==> src/compact_target_codec_core_defines.svh <==
// ----------------------------------------------------------------------------
// Compact target codec: assertion macros
// Shared concurrent-assertion forms, clocked on clk_i and held off in reset.
// ----------------------------------------------------------------------------
`ifndef COMPACT_TARGET_CODEC_CORE_DEFINES_SVH
`define COMPACT_TARGET_CODEC_CORE_DEFINES_SVH

// Same-cycle implication
`define CTC_ASSERT_IMPLIES(name, ante, cons, msg) \
  name: assert property (@(posedge clk_i) disable iff (!rst_ni) (ante) |-> (cons)) \
    else $error(msg);

// Next-cycle implication
`define CTC_ASSERT_NEXT(name, ante, cons, msg) \
  name: assert property (@(posedge clk_i) disable iff (!rst_ni) (ante) |=> (cons)) \
    else $error(msg);

`endif

==> src/ctc_pkg.sv <==
// ----------------------------------------------------------------------------
// Compact target codec package
// Transfer types and operation codes shared by the codec core.
// ----------------------------------------------------------------------------
package ctc_pkg;

  // Operation codes
  localparam logic OP_ENCODE = 1'b0;
  localparam logic OP_DECODE = 1'b1;

  // Mantissa constants of the compact form
  localparam logic [23:0] MANT_TOP_BIT = 24'h800000;
  localparam logic [23:0] MANT_MASK    = 24'hFFFFFF;

  // Highest exponent that still lands a mantissa byte inside 256 bits
  localparam logic [7:0] DEC_EXP_MAX = 8'd34;

  // Request transfer
  typedef struct packed {
    logic        operation;
    logic [63:0] target_word_0;
    logic [63:0] target_word_1;
    logic [63:0] target_word_2;
    logic [63:0] target_word_3;
    logic [31:0] compact_in;
  } ctc_in_t;

  // Result transfer
  typedef struct packed {
    logic [31:0] compact_out;
    logic [63:0] value_word_0;
    logic [63:0] value_word_1;
    logic [63:0] value_word_2;
    logic [63:0] value_word_3;
  } ctc_out_t;

endpackage

==> src/compact_target_codec_core.sv <==
// ----------------------------------------------------------------------------
// Compact target codec core
// Converts a 256-bit target to its 32-bit compact form or back, per transfer.
// ----------------------------------------------------------------------------
// Usage:
//   Request channel in_valid_i / in_stall_o / in_data_i carries one operation
//   with either a 256-bit target (encode) or a compact word (decode).
//   Result channel out_valid_o / out_stall_i / out_data_o returns exactly one
//   result per request, in order; fields of the unused direction are zero.
//   A transfer completes on a rising edge with valid high and stall low.
// Path: a request passes the input register, conversion logic and result
//   register before its result is valid.
// Throughput: one transfer per cycle unless out_stall_i holds the result channel; the
//   conversion is a single pass of byte search, byte select and barrel shift between the two registers.
// Stall: when out_stall_i holds a waiting result, the input register still
//   fills; in_stall_o rises only once both registers hold items.
// Reset: rst_ni clears both valid flags asynchronously; no items are lost
//   or invented afterwards. The block keeps no other state.
// ----------------------------------------------------------------------------
module compact_target_codec_core (
  input  logic              clk_i,
  input  logic              rst_ni,
  input  logic              in_valid_i,
  output logic              in_stall_o,
  input  ctc_pkg::ctc_in_t  in_data_i,
  output logic              out_valid_o,
  input  logic              out_stall_i,
  output ctc_pkg::ctc_out_t out_data_o
);
  import ctc_pkg::*;

  logic     s1_valid_q;
  ctc_in_t  s1_data_q;
  logic     out_valid_q;
  ctc_out_t out_data_q;
  ctc_out_t res_d;

  logic adv_out;
  logic adv_s1;

  // Pipeline advance
  assign adv_out    = !out_valid_q || !out_stall_i;
  assign adv_s1     = !s1_valid_q || adv_out;
  assign in_stall_o = !adv_s1;

  // Input register
  always_ff @(posedge clk_i or negedge rst_ni) begin
    if (!rst_ni) begin
      s1_valid_q <= 1'b0;
    end else if (adv_s1) begin
      s1_valid_q <= in_valid_i;
    end
  end

  always_ff @(posedge clk_i) begin
    if (adv_s1 && in_valid_i) begin
      s1_data_q <= in_data_i;
    end
  end

  // Encode: find leading nonzero byte
  logic [255:0] enc_tgt;
  logic [5:0]   enc_len;
  logic [4:0]   enc_lenm1;
  logic [271:0] enc_ext;
  logic [23:0]  enc_mant_raw;
  logic [23:0]  enc_mant;
  logic [5:0]   enc_exp;
  logic [31:0]  enc_compact;

  assign enc_tgt = {s1_data_q.target_word_3, s1_data_q.target_word_2,
                    s1_data_q.target_word_1, s1_data_q.target_word_0};

  always_comb begin
    enc_len = '0;
    for (int j = 0; j < 32; j++) begin
      if (enc_tgt[8*j +: 8] != 8'h00) begin
        enc_len = 6'(j + 1);
      end
    end
  end

  // Take three bytes from the leading byte down, zero-padded below byte 0
  assign enc_lenm1    = 5'(enc_len - 6'd1);
  assign enc_ext      = {enc_tgt, 16'h0000};
  assign enc_mant_raw = enc_ext[{enc_lenm1, 3'b000} +: 24];

  // Keep the mantissa positive: shift right a byte and bump the exponent
  always_comb begin
    if ((enc_mant_raw & MANT_TOP_BIT) != 24'h0) begin
      enc_mant = {8'h00, enc_mant_raw[23:8]};
      enc_exp  = enc_len + 6'd1;
    end else begin
      enc_mant = enc_mant_raw;
      enc_exp  = enc_len;
    end
    if (enc_len == 6'd0) begin
      enc_compact = '0;
    end else begin
      enc_compact = {2'b00, enc_exp, enc_mant & MANT_MASK};
    end
  end

  // Decode: place mantissa at byte exponent-3, truncated to 256 bits
  logic [7:0]   dec_exp;
  logic [23:0]  dec_mant;
  logic [279:0] dec_base;
  logic [279:0] dec_shift;
  logic [255:0] dec_value;

  assign dec_exp   = s1_data_q.compact_in[31:24];
  assign dec_mant  = s1_data_q.compact_in[23:0] & MANT_MASK;
  assign dec_base  = {256'h0, dec_mant};
  assign dec_shift = dec_base << {dec_exp[5:0], 3'b000};

  always_comb begin
    if (dec_exp > DEC_EXP_MAX) begin
      dec_value = '0;
    end else begin
      dec_value = dec_shift[279:24];
    end
  end

  // Select result by operation
  always_comb begin
    res_d = '0;
    case (s1_data_q.operation)
      OP_ENCODE: begin
        res_d.compact_out = enc_compact;
      end
      OP_DECODE: begin
        res_d.value_word_0 = dec_value[63:0];
        res_d.value_word_1 = dec_value[127:64];
        res_d.value_word_2 = dec_value[191:128];
        res_d.value_word_3 = dec_value[255:192];
      end
      default: begin
        res_d = '0;
      end
    endcase
  end

  // Result register
  always_ff @(posedge clk_i or negedge rst_ni) begin
    if (!rst_ni) begin
      out_valid_q <= 1'b0;
    end else if (adv_out) begin
      out_valid_q <= s1_valid_q;
    end
  end

  always_ff @(posedge clk_i) begin
    if (adv_out && s1_valid_q) begin
      out_data_q <= res_d;
    end
  end

  assign out_valid_o = out_valid_q;
  assign out_data_o  = out_data_q;

  // Checks
`include "compact_target_codec_core_defines.svh"

  `CTC_ASSERT_NEXT(a_in_capture, in_valid_i && !in_stall_o, s1_valid_q, "request transfer lost")
  `CTC_ASSERT_IMPLIES(a_stall_full, in_stall_o, s1_valid_q && out_valid_q, "stall with room")
  `CTC_ASSERT_IMPLIES(a_exp_range, out_valid_o, out_data_o.compact_out[31:24] <= 8'd33, "exponent above 33")
  `CTC_ASSERT_IMPLIES(a_enc_clean, out_valid_o && (out_data_o.compact_out != 32'h0), (out_data_o.value_word_0 == 64'h0) && (out_data_o.value_word_3 == 64'h0), "encode result carries value")

endmodule
==> config.mk <==
export PLATFORM = sky130hd
export DESIGN_NAME = compact_target_codec_core
export DESIGN_NICKNAME = d
export VERILOG_FILES = /design/src/ctc_pkg.sv /design/src/compact_target_codec_core.sv
export VERILOG_INCLUDE_DIRS = /design/src /design/src/src
export SDC_FILE = /design/constraint.sdc
export NUM_CORES = 1
export LEC_CHECK = 0
export BUFFER_PORTS_ARGS = -buffer_cell sky130_fd_sc_hd__buf_2
export CAP_MARGIN = 0
export CORE_MARGIN = 5
export CORE_UTILIZATION = 30
export CTS_BUF_LIST = sky130_fd_sc_hd__clkbuf_4 sky130_fd_sc_hd__clkbuf_8
export CTS_CLUSTER_DIAMETER = 40
export CTS_CLUSTER_SIZE = 12
export DETAILED_ROUTE_END_ITERATION = 8
export SETUP_SLACK_MARGIN = 0.1
export SLEW_MARGIN = 20
export SYNTH_ARGS = -nofsm -noshare
export SYNTH_HDL_FRONTEND = slang
export SYNTH_SLANG_ARGS = --single-unit
==> constraint.sdc <==
create_clock -name clk_i -period 23.6 [get_ports clk_i]
set_input_delay 2.36 -clock clk_i [delete_from_list [all_inputs] [get_ports clk_i]]
set_output_delay 2.36 -clock clk_i [all_outputs]
set_load 0.02 [all_outputs]
* Yosys cells after proc, flatten, opt, wreduce, memory -nomap -nowiden
Cells that the tools add are included. W data, S select, Z words.
Cells by class: shift operators 2, bitwise gates (word level) 1, add/subtract/negate cells 2, reductions and logical operators 44, $lt $le $gt $ge 1, mux-type cells 34
Operators with widths (count):
- $shl A24 B9 Y280 | 1
- $shiftx A272 B9 Y24 | 1
- $reduce_bool A8 Y1 | 32
- $mux W6 | 30
- $mux W16 | 1
- $gt A8 B6 Y1 const B | 1
- $add A6 B1 Y6 const B | 1
- $logic_not A6 Y1 | 1
- $sub A5 B1 Y5 const B | 1
- $logic_not A1 Y1 | 4
- $mux W2 | 2
- $reduce_or A2 Y1 | 2
- $reduce_or A3 Y1 | 1
- $logic_and A1 B1 Y1 | 2
- $logic_or A1 B1 Y1 | 2
- $mux W1 | 1
- $not A1 Y1 | 1
Word-level totals: output and inout port bits 290, word-level logic and storage cells 99, register bits 579

* Longest topological paths before layout
depth after elaboration 36, gate-level depth with buffers 27, mapped depth without buffers 18

* Least setup slack after synthesis
OpenSTA, ideal clock, no wires.
path kind input-to-reg, start input port out_stall_i, end register out_data_q (netlist bit out_data_o[0]) (enable), arrival 22857 ps, buffers on the path 0, setup time 1363 ps, path slack -621 ps, cell stages on the path 1, data required time 22237 ps, cells stage by stage a21boi_0
Between the ends: longest elaborated chain between the ends 3
RTL lines:
- start, declared | line compact_target_codec_core.sv:27 | input logic out_stall_i,
- $logic_not A1 Y1 | line compact_target_codec_core.sv:42 | assign adv_out = !out_valid_q || !out_stall_i;
- $logic_or A1 B1 Y1 | line compact_target_codec_core.sv:42
- $logic_and A1 B1 Y1 | line compact_target_codec_core.sv:153 | if (adv_out && s1_valid_q) begin
- end signal, assigned | line compact_target_codec_core.sv:154 | out_data_q <= res_d;
- end, declared | line compact_target_codec_core.sv:35 | ctc_out_t out_data_q;
Every way passes these cells. A chain may end at the register's enable or synchronous reset.

* Final worst setup path
start register s1_data_q (netlist bit enc_ext[160]), end register out_data_q (netlist bit out_data_o[261]), data pin
Between the ends: longest elaborated chain between the ends 18, elaborated cells on any way between the ends 20, classes of those cells add/sub (1); shift (1); mux (15); reduce/logical (3)
RTL lines:
- start, declared | line compact_target_codec_core.sv:33 | ctc_in_t s1_data_q;
- start signal, assigned | line compact_target_codec_core.sv:57 | s1_data_q <= in_data_i;
- $reduce_bool A8 Y1 * | line compact_target_codec_core.sv:77 | if (enc_tgt[8*j +: 8] != 8'h00) begin
- $mux W6 * (14 in a row) | line compact_target_codec_core.sv:77
- $sub A5 B1 Y5 | line compact_target_codec_core.sv:84 | assign enc_lenm1 = 5'(enc_len - 6'd1);
- $shiftx A272 B9 Y24 | line compact_target_codec_core.sv:86 | assign enc_mant_raw = enc_ext[{enc_lenm1, 3'b000} +: 24];
- $mux W16 | line compact_target_codec_core.sv:90 | if ((enc_mant_raw & MANT_TOP_BIT) != 24'h0) begin
Every way passes the cells marked *; elsewhere a longest branch is shown, timed or not.

==> results.ini <==
[synthesis]
yosysUniqueCellTypes = 80
yosysTopAreaCellShare_pct = 64.0
synth_top_flop_cell = edfxtp_1
avgSynthCellArea_um2 = 13.6
async_flop_share_pct = 0.347
synth_top_area_cell = edfxtp_1
synth-edff-count = 574
syn_area_mm2 = 0.0269
ys_seq_area_share_pct = 64.2
ys_ff_latch = 576
synth_warnings = 0
syn_inst = 1977
netlist_top_cells_area = edfxtp_1 (64%), mux4_2 (7.0%), nor2_1 (4.3%)

[clock_network]
htreeDepth = 3
ctsLongestPathBuffers = 3
clk_latency_ns = 0.73
cts_tree = done
cts_sinks = 576
cts_hold_buf = 0
cts.clk_slew.worst_paths_ns = 0.07
cts_setup_buffers = 0
cts_resized = 0
cts_inserted_buffers = 91
cts-root-buf = clkbuf_8

[global_routing]
track_usage_pct = 21.7
grt_pass1_vias = 20300
grt_max_degree = 75
antenna_found_initial = 12
grt_pass1_wl_um = 150000
grt_overflow_total = 0

[detailed_routing]
drt-total-wl_um = 109000
via_per_inst = 5.53
first_pass_iters = 5
antenna_left = 0
drt-wirelength-per-cell_um = 28.8
drc = 0
first_iter_violations = 2601
route.vias.total = 21000

[worst_setup_path]
endpoint_kind = flop
critPathMaxFanout = 55
required_ns = 24.01
crit_type = flop to flop
start_kind = flop
arrival_ns = 7.70

[floorplanning]
die_y_um = 310
dieArea_mm2 = 0.0958
row_count = 109
die_w_um = 310
start_util_pct = 30.3
coreArea_mm2 = 0.0888
ios = 583

[placed_design]
gp_congestion = 0.979
placed_area_mm2 = 0.0310
hpwl_um = 83600
io_buffers = 579

[sta]
slew_headroom_pct = 26.3
finalCritPeriodShare_pct = 30.9
worst_pin_slew_ns = 1.11
period_minus_slack_ns = 7.29
rsz0062_at_grt = false
fin_skew_ns = 0.0573
final_max_slew_viol_count = 0
fmax_ghz = 0.137
fin_tns_setup_ns = 0
setup_violations = 0
final_hold_viol_count = 0

[flow_run]
drv_cap = 0

[min_path]
worstHoldPathType = flop to flop

[outcome]
status = finished clean

[layout]
final.fill_count = 8672
area_growth_pct = 22.8
fin_area_mm2 = 0.0331
drive_gt1_share_pct = 34.2
postLayoutCoreUtil_pct = 37.2
fin_nets = 2858

[pwr]
ir_worst_vdd_mv = 0.0445
p_leak_nw = 12.4
power_w = 0.00247
pwr_density_cell_mw_per_mm2 = 74.7

## cell type report
cell class                      count  area, um2  area share [%]
Antenna cell                        3       7.51          0.0227
Tap cell                         1165       1460            4.41
Clock inverter                     70        733            2.22
Multi-Input combinational cell   1250       8990            27.2
Inverter                           26        100           0.303
Sequential cell                   576      17300            52.3
Timing Repair Buffer              617       3180            9.63
Clock buffer                       96       1290            3.90
## Yosys cell counts, drive strengths merged (10+ instances only)
cell	number
a32oi	42
o21ai	28
mux4	86
or4	27
nor2	306
buf	54
inv	26
edfxtp	574
nand3	32
a2bb2oi	10
nand4	19
mux2	19
mux2i	111
o211ai	14
clkbuf	73
a22o	19
a211oi	16
nor4	66
o22ai	13
a31oi	23
a21boi	10
and2	11
nor3	14
a21oi	43
a22oi	36
nand2	182
## critical path, stage by stage (launching register included)
cell and delay (ns):
edfxtp_1 0.48, nor4_1 0.79, o211ai_1 0.18, a31oi_1 0.33, o211ai_1 0.24, o211a_2 0.25, inv_4 0.56, ha_4 0.27
inv_1 0.09, nor4_1 0.45, or4_4 0.66, buf_4 0.68, mux2i_1 0.31, mux2i_1 0.13, or3_1 0.39, nand4_2 0.47
nand2b_1 0.39, o32ai_1 0.14
## through the flow
stage                     std cells  hold slack (ns)  setup WS [ns]
after floorplan                1979            0.444           6.91
after global placement         3634            0.458          16.65
after detailed placement       3634            0.480          16.53
after CTS                      3800            0.496          16.48
after global routing           3802            0.539          16.09
final                          3803            0.492          16.31
## report_power, final
| group | switching (W) | total (W) | internal (W) |
|---|---|---|---|
| combinational | 0.000167 | 0.000246 | 0.0000785 |
| sequential | 0.0000618 | 0.00126 | 0.00120 |
| clock | 0.000479 | 0.000958 | 0.000478 |
| total | 0.000708 | 0.00247 | 0.00176 |
## logic make-up (layout without fill, tap and decap cells)
| family | after synthesis | count (layout) | synth area share, % |
|---|---|---|---|
| other | 1 | 6 | 0.0139 |
| adders and majority gates | 3 | 3 | 0.139 |
| buffers and inverters | 153 | 809 | 2.64 |
| xor gates and xnor gates | 1 | 1 | 0.0325 |
| DFF | 576 | 576 | 64.2 |
| muxes | 216 | 216 | 12.1 |
| AOI/OAI and AO/OA | 315 | 315 | 8.66 |
| and+or+nand+nor | 712 | 712 | 12.2 |
## layout by cell type (no fill, tap or decap), types with 12 or more instances in the layout
cell type  Yosys  routed
inv_8          0      16
a22o_1        19      19
buf_4          5      38
or4_1         25      24
inv_1         25      24
a22oi_1       36      36
clkbuf_8       0      91
a31oi_1       23      23
o211ai_1      14      14
mux4_2        84      84
nand3_1       32      32
mux2_2        18      18
a21oi_1       43      43
edfxtp_1     574     574
o22ai_1       12      12
buf_2         25     579
nand4_1       18      18
mux2i_1      111     111
nand2_1      180     180
a211oi_1      16      16
nor2_1       306     303
inv_6          0      16
nor3_1        14      14
o21ai_0       22      22
nor4_1        66      65
a32oi_1       42      42
## per-layer routing
layer / track usage, % / up-vias / routed length, um
li1: - / 8992 / -
met1: 27.4 / 10400 / 42200
met2: 37.0 / 1357 / 53100
met3: 4.16 / 241 / 9270
met4: 8.78 / 10 / 4730
met5: 0 / - / 72
## registers in the layout (all words and copies together) (netlist names)
| signal | flops |
|---|---|
| out_data_o | 285 |
| enc_ext | 256 |
| dec_base | 24 |
| dec_exp | 8 |
| out_valid_o | 1 |
| s1_data_q | 1 |
| s1_valid_q | 1 |
## worst paths after layout
kind                         startpoint         endpoint  slack [ns]  depth (start not counted)
setup / recovery           enc_ext[160]  out_data_o[261]       16.31                         17
hold / removal               s1_valid_q      out_valid_o        0.49                          1
setup reg to reg           enc_ext[160]  out_data_o[261]       16.31                         17
hold reg to reg              s1_valid_q      out_valid_o        0.49                          1
max in group asynchronous        rst_ni       s1_valid_q       22.07                          1
min in group asynchronous        rst_ni      out_valid_o        1.43                          1
No activity file was read; power rests on OpenSTA's default activity.
